### src/rtl/core/lgas_pkg.sv
`timescale 1ns / 1ps
// ----------------------------------------------------------------------------
// lgas_pkg
// Shared types, item codes, colors and cell rule for the life grid age engine.
// ----------------------------------------------------------------------------
package lgas_pkg;

  // Default grid size
  localparam int GRID_WIDTH_DEF  = 64;
  localparam int GRID_HEIGHT_DEF = 64;

  // Item kinds
  localparam logic [1:0] KIND_WRITE = 2'd0;
  localparam logic [1:0] KIND_STEP  = 2'd1;
  localparam logic [1:0] KIND_READ  = 2'd2;

  // ARGB colors
  localparam logic [31:0] ARGB_WHITE = 32'hFFFF_FFFF;
  localparam logic [31:0] ARGB_GREEN = 32'hFF00_FF00;
  localparam logic [31:0] ARGB_RED   = 32'hFFFF_0000;
  localparam logic [31:0] ARGB_BLUE  = 32'hFF00_00FF;
  localparam logic [31:0] ARGB_BLACK = 32'hFF00_0000;

  localparam logic [7:0] AGE_MAX = 8'hFF;

  typedef struct packed {
    logic [1:0] kind;
    logic [5:0] col_index;
    logic [5:0] row_index;
    logic [7:0] age_value;
  } in_item_t;

  typedef struct packed {
    logic [7:0]  cell_age;
    logic [31:0] color_argb;
  } out_item_t;

  // Color of a cell by age
  function automatic logic [31:0] age_to_argb(input logic [7:0] age);
    logic [31:0] c;
    if (age == 8'd0) c = ARGB_BLACK;
    else if (age == 8'd1) c = ARGB_GREEN;
    else if (age == 8'd2) c = ARGB_BLUE;
    else if (age == 8'd3) c = ARGB_RED;
    else c = ARGB_WHITE;
    return c;
  endfunction

  // One generation of a single cell; n is the live neighbor count
  function automatic logic [7:0] next_age(input logic [7:0] age, input logic [3:0] n);
    logic [7:0] a;
    if (age != 8'd0) begin
      if (n == 4'd2 || n == 4'd3) a = (age == AGE_MAX) ? AGE_MAX : age + 8'd1;
      else a = 8'd0;
    end else begin
      a = (n == 4'd3) ? 8'd1 : 8'd0;
    end
    return a;
  endfunction

endpackage

### src/rtl/core/lgas_ram.sv
`timescale 1ns / 1ps
// ----------------------------------------------------------------------------
// lgas_ram
// Generic single-write, single-read RAM with registered read data.
// ----------------------------------------------------------------------------
module lgas_ram #(
  parameter int WIDTH = 8,
  parameter int DEPTH = 4096
) (
  input  logic                     clk,
  input  logic                     we,
  input  logic [$clog2(DEPTH)-1:0] waddr,
  input  logic [WIDTH-1:0]         wdata,
  input  logic [$clog2(DEPTH)-1:0] raddr,
  output logic [WIDTH-1:0]         rdata
);

  logic [WIDTH-1:0] mem [DEPTH];

  always_ff @(posedge clk) begin
    if (we) mem[waddr] <= wdata;
    rdata <= mem[raddr];
  end

endmodule

### src/rtl/core/lgas_sweep.sv
`timescale 1ns / 1ps
// ----------------------------------------------------------------------------
// lgas_sweep
// One-generation sweep: raster scan of the current bank, line buffer for the
// two rows above, 3x3 live window and the cell rule, write into the next bank.
// ----------------------------------------------------------------------------
module lgas_sweep
  import lgas_pkg::*;
#(
  parameter int GRID_WIDTH  = GRID_WIDTH_DEF,
  parameter int GRID_HEIGHT = GRID_HEIGHT_DEF,
  localparam int CB  = $clog2(GRID_WIDTH),
  localparam int RB  = $clog2(GRID_HEIGHT),
  localparam int AW  = CB + RB
) (
  input  logic          clk,
  input  logic          rst,
  input  logic          start,
  output logic          rd_en,
  output logic [AW-1:0] rd_addr,
  input  logic [7:0]    rd_data,
  output logic          wr_en,
  output logic [AW-1:0] wr_addr,
  output logic [7:0]    wr_data,
  output logic          done
);

  localparam int CIW = $clog2(GRID_WIDTH + 1);
  localparam int RIW = $clog2(GRID_HEIGHT + 1);
  localparam logic [CIW-1:0] CI_LAST = CIW'(GRID_WIDTH);
  localparam logic [RIW-1:0] RI_LAST = RIW'(GRID_HEIGHT);

  // scan position, one column and one row past the grid to flush the window
  logic           running;
  logic [RIW-1:0] ri;
  logic [CIW-1:0] ci;
  logic           last;

  logic           s1_valid, s1_last;
  logic [RIW-1:0] s1_ri;
  logic [CIW-1:0] s1_ci;
  logic           s2_valid, s2_last;
  logic [RIW-1:0] s2_ri;
  logic [CIW-1:0] s2_ci;

  // line buffer entry: live bit two rows up, age one row up
  logic          lb_we;
  logic [CB-1:0] lb_waddr;
  logic [8:0]    lb_wdata;
  logic [8:0]    lb_rdata;

  logic       s1_col_in, s1_cell_in, top_live;
  logic [7:0] cur_age, mid_age;

  // window: index 0 newest column, 1 center, 2 oldest
  logic [2:0] win_top, win_mid, win_bot;
  logic [7:0] age0, age1;

  logic [3:0]     ncount;
  logic [RIW-1:0] ri_m1;
  logic [CIW-1:0] ci_m1;

  assign last = (ri == RI_LAST) && (ci == CI_LAST);

  // Scan counters
  always_ff @(posedge clk) begin
    if (rst) begin
      running <= 1'b0;
      ri      <= '0;
      ci      <= '0;
    end else if (start) begin
      running <= 1'b1;
      ri      <= '0;
      ci      <= '0;
    end else if (running) begin
      if (ci == CI_LAST) begin
        ci <= '0;
        if (ri == RI_LAST) running <= 1'b0;
        else ri <= ri + 1'b1;
      end else begin
        ci <= ci + 1'b1;
      end
    end
  end

  // Read issue
  assign rd_en   = running && (ri < RI_LAST) && (ci < CI_LAST);
  assign rd_addr = {ri[RB-1:0], ci[CB-1:0]};

  // Pipeline control
  always_ff @(posedge clk) begin
    if (rst) begin
      s1_valid <= 1'b0;
      s2_valid <= 1'b0;
    end else begin
      s1_valid <= running;
      s2_valid <= s1_valid;
    end
    s1_ri   <= ri;
    s1_ci   <= ci;
    s1_last <= last;
    s2_ri   <= s1_ri;
    s2_ci   <= s1_ci;
    s2_last <= s1_last;
  end

  lgas_ram #(
    .WIDTH (9),
    .DEPTH (2 ** CB)
  ) u_line (
    .clk   (clk),
    .we    (lb_we),
    .waddr (lb_waddr),
    .wdata (lb_wdata),
    .raddr (ci[CB-1:0]),
    .rdata (lb_rdata)
  );

  // Stage 1: new column, rows outside the grid read as dead
  always_comb begin
    s1_col_in  = s1_ci < CI_LAST;
    s1_cell_in = s1_col_in && (s1_ri < RI_LAST);
    cur_age    = s1_cell_in ? rd_data : 8'd0;
    top_live   = s1_col_in && (s1_ri >= RIW'(2)) && lb_rdata[8];
    mid_age    = (s1_col_in && (s1_ri != '0)) ? lb_rdata[7:0] : 8'd0;
    lb_we      = s1_valid && s1_col_in;
    lb_waddr   = s1_ci[CB-1:0];
    lb_wdata   = {(mid_age != 8'd0), cur_age};
  end

  // Window shift; the left edge starts dead on every row
  always_ff @(posedge clk) begin
    if (s1_valid) begin
      if (s1_ci == '0) begin
        win_top <= {2'b00, top_live};
        win_mid <= {2'b00, (mid_age != 8'd0)};
        win_bot <= {2'b00, (cur_age != 8'd0)};
        age1    <= 8'd0;
      end else begin
        win_top <= {win_top[1:0], top_live};
        win_mid <= {win_mid[1:0], (mid_age != 8'd0)};
        win_bot <= {win_bot[1:0], (cur_age != 8'd0)};
        age1    <= age0;
      end
      age0 <= mid_age;
    end
  end

  // Stage 2: rule and write-back of the center cell
  always_comb begin
    ncount  = 4'($countones({win_top, win_bot, win_mid[2], win_mid[0]}));
    ri_m1   = s2_ri - 1'b1;
    ci_m1   = s2_ci - 1'b1;
    wr_en   = s2_valid && (s2_ri != '0) && (s2_ci != '0);
    wr_addr = {ri_m1[RB-1:0], ci_m1[CB-1:0]};
    wr_data = next_age(age1, ncount);
    done    = s2_valid && s2_last;
  end

endmodule

### config.mk
export PLATFORM = sky130hd
export DESIGN_NAME = lgas_sweep
export DESIGN_NICKNAME = d
export VERILOG_FILES = /design/src/rtl/core/lgas_pkg.sv /design/src/rtl/core/lgas_ram.sv /design/src/rtl/core/lgas_sweep.sv
export SDC_FILE = /design/constraint.sdc
export NUM_CORES = 1
export LEC_CHECK = 0
export BUFFER_PORTS_ARGS = -buffer_cell sky130_fd_sc_hd__buf_2
export CORE_MARGIN = 2
export CORE_UTILIZATION = 26
export DETAILED_ROUTE_END_ITERATION = 7
export PLACE_DENSITY_LB_ADDON = 0.25
export SLEW_MARGIN = 20
export SYNTH_ARGS = -nofsm -noshare
export SYNTH_HDL_FRONTEND = slang
export SYNTH_SLANG_ARGS = --single-unit
### constraint.sdc
create_clock -name clk -period 3.6 [get_ports clk]
set_input_delay 0.18 -clock clk [delete_from_list [all_inputs] [get_ports clk]]
set_output_delay 0.18 -clock clk [all_outputs]
set_load 0.01 [all_outputs]
==> results.md <==
- Flops & latches, synth: 657
- Worst setup SP type: flip-flop
- Area Growth Syn to Fin: 16.9%
- Most common cell after layout, fill and taps aside: edfxtp_1
- Syn nets: 1337
- Least-Margin Pin Slew: 1.08 ns
- Yosys Warn Count: 0
- First-pass GRT wire length: 92.7 mm
- Die Y: 317 µm
- Cells after Synth: 1309
- Crit. End Element: primary output
- Overflow after GRT: 0
- Netlist cell types: 52
- Max_slew headroom: 27.9%
- Initial DRC Count: 1143
- Pwr dens: 532 mW/mm²
- All-layer global routing usage: 12.8%
- CTS tree: built
- Largest net degree at the start of global routing: 58
- Final worst slack: -0.309 ns
- Most frequent cells in the layout: edfxtp_1, mux4_2, nor2_1
- # Max-Cap Violations: 0
- Final setup violation count: 8
- CP required: 3.42 ns
- Syn Area/Cell: 19.4 µm²
- Sequential area share after synthesis: 75.3%
- Post-synth EDFFs: 601
- Final-report hold violation count: 0
- GP Congestion: 0.806
- Clk slew on worst S/H paths: 0.06 ns
- Initial antenna violation count: 0
- CTS Sinks: 657
- Kind of critical path: flip-flop to primary output
- Max FO, Critical Path: 7
- Drt pass-1 iters: 5
- IO Port Bufs: 45
- F_max: 256 MHz
- Worst VDD drop: 288 µV
- H-Tree Depth: 3
- Rows: 114
- Mapped cell area: 0.0255 mm²
- Clock Tree Root: clkbuf_16
- Leak: 9.23 nW
- Outcome: complete, but fails checks
- Antenna diodes: 0
- Most frequently used flop master after synthesis: edfxtp_1
- Fraction of layout cells with a size suffix above 1: 25.4%
- Clk buf depth: 3
- DR WL/cell: 23.2 µm
- RSZ-0062 raised after global routing: yes
- Hold crit path type: input pin to flip-flop
- Post-layout net count: 1452
- Fillers: 9365
- Die X: 317 µm
- WL final: 63.8 mm
- # DRC: 0
- Pins Over Slew Limit: 0
- Overall power: 15.8 mW
- Skew final: 0.0293 ns
- Routed Antenna Nets: 0
- Failing checks: setup timing
- I/O pin total: 46
- Clk_lat worst skew: 0.61 ns
- Die ar.: 0.100 mm²
- Vias/cell: 4.59
- DR vias: 12615
- Number of global-route vias before repair: 13028
- Initial Util: 26.3%
- Final critical-path share of the clock period: 109%
- DP HPWL: 40.8 mm
- Core Area: 0.0969 mm²
- Clock buffer count from CTS: 71
- TNS Setup: -2.33 ns
- Synth async-reset ratio: 0%
- Post-layout min period: 3.91 ns
- CP arrival: 3.73 ns
==> cell type report <==
type / count / area, µm² / share of cell area [%]
Clock buffer: 87 / 1880 / 6.31
Timing Repair Buffer: 107 / 771 / 2.59
Inverter: 27 / 101 / 0.341
Tap cell: 1276 / 1600 / 5.37
Clock inverter: 37 / 337 / 1.13
Sequential cell: 657 / 19200 / 64.5
Multi-Input combinational cell: 560 / 5890 / 19.8
==> critical path, cell delays in order, from the launching register on <==
cell and delay, ns:
edfxtp_1 0.34, inv_2 0.05, fa_1 0.55, fa_1 0.43, fa_1 0.51, inv_2 0.05
ha_4 0.16, fa_2 0.54, o21ai_4 0.06, nand2b_4 0.18, nor3_2 0.12, buf_2 0.15
==> flip-flops by register name, indices dropped and copies added (netlist names), 7 cells and up <==
register / cells
u_line.mem: 576
s2_ci: 7
age0: 8
s1_ri: 7
u_line.rdata: 9
s1_ci: 7
ri: 7
ci: 7
s2_ri: 7
age1: 8
==> Yosys cell counts (3+ instances only) <==
| cell type | instances | share of area, % |
|---|---|---|
| edfxtp_1 | 601 | 71 |
| mux4_2 | 144 | 13 |
| nor2_1 | 106 | 1.6 |
| dfxtp_1 | 56 | 4.4 |
| nand2_1 | 32 | 0.47 |
| and2_1 | 31 | 0.76 |
| a22oi_1 | 30 | 0.88 |
| buf_4 | 29 | 0.86 |
| inv_1 | 27 | 0.40 |
| o22ai_1 | 22 | 0.54 |
| a21oi_1 | 19 | 0.37 |
| buf_2 | 16 | 0.31 |
| clkbuf_1 | 16 | 0.24 |
| ha_1 | 13 | 0.64 |
| xnor2_1 | 13 | 0.45 |
| nor2b_1 | 11 | 0.27 |
| nor3_1 | 10 | 0.20 |
| mux2i_1 | 9 | 0.35 |
| nand3_1 | 9 | 0.18 |
| nand4_1 | 9 | 0.22 |
| o21ai_0 | 9 | 0.18 |
| nor4_1 | 8 | 0.20 |
| xor2_1 | 8 | 0.28 |
| and3_1 | 7 | 0.17 |
| nand2b_1 | 7 | 0.17 |
| o41ai_1 | 7 | 0.24 |
| or3_1 | 6 | 0.15 |
| nor3b_1 | 5 | 0.15 |
| o21a_1 | 5 | 0.15 |
| a31oi_1 | 4 | 0.098 |
| fa_1 | 4 | 0.31 |
| nand3b_1 | 4 | 0.12 |
| buf_1 | 3 | 0.044 |
| nor4b_1 | 3 | 0.10 |
==> worst paths after layout <==
kind | to | from | depth (start not counted) | slack, ns
max | wr_data[7] | win_top[1] | 11 | -0.31
min reg2reg | s2_last | s1_last | 0 | 0.33
max reg2reg | u_line.mem[7][7] | s1_ci[6] | 3 | 0.77
min | u_line.mem[8][2] | rd_data[2] | 2 | 0.24
==> what timing repair did <==
action,in CTS,in global routing
pin swaps,9,3
hold buffers,2,0
endpoints found under the setup margin,8,8
setup buffers,1,0
endpoints found under the hold margin,11,0
cloned,0,0
resized for setup,15,3
==> logic make-up (layout without fill, tap and decap cells) <==
family                     Yosys count  count (layout)  synth area share [%]
muxes                              155             155                  13.2
DFF                                657             657                  75.3
buffers and inverters               92             258                  1.89
and+or+nand+nor                    256             256                  4.97
adders and majority gates           17              17                 0.954
AOI/OAI and AO/OA                  111             111                  2.96
xor gates and xnor gates            21              21                 0.723
==> through the flow <==
step	cell area [µm²]	std cells	util (%)	hold slack [ns]	setup slack [ns]
6_report	29700	2751	30.7	0.242	-0.309
5_1_grt	29700	2751	30.7	0.258	-0.461
4_1_cts	29700	2751	30.7	0.337	-0.391
3_5_place_dp	27400	2624	28.3	0.323	-0.0785
3_3_place_gp	27400	2624	28.3	0.321	-0.0492
2_1_floorplan	25500	1309	-	0.252	0.228
==> where the power goes <==
| group | switching (mW) | internal, mW |
|---|---|---|
| Combinational | 0.286 | 0.183 |
| Clock | 2.92 | 4.07 |
| Sequential | 0.0286 | 8.33 |
| Total | 3.24 | 12.6 |
==> layer usage <==
layer | part of all wire (%) | GRT usage (%)
met5 | 0 | 0
met4 | 2.5 | 3.48
met3 | 5.6 | 3.28
met2 | 46 | 19.9
met1 | 46 | 17.7
No activity file was read; power rests on OpenSTA's default activity.
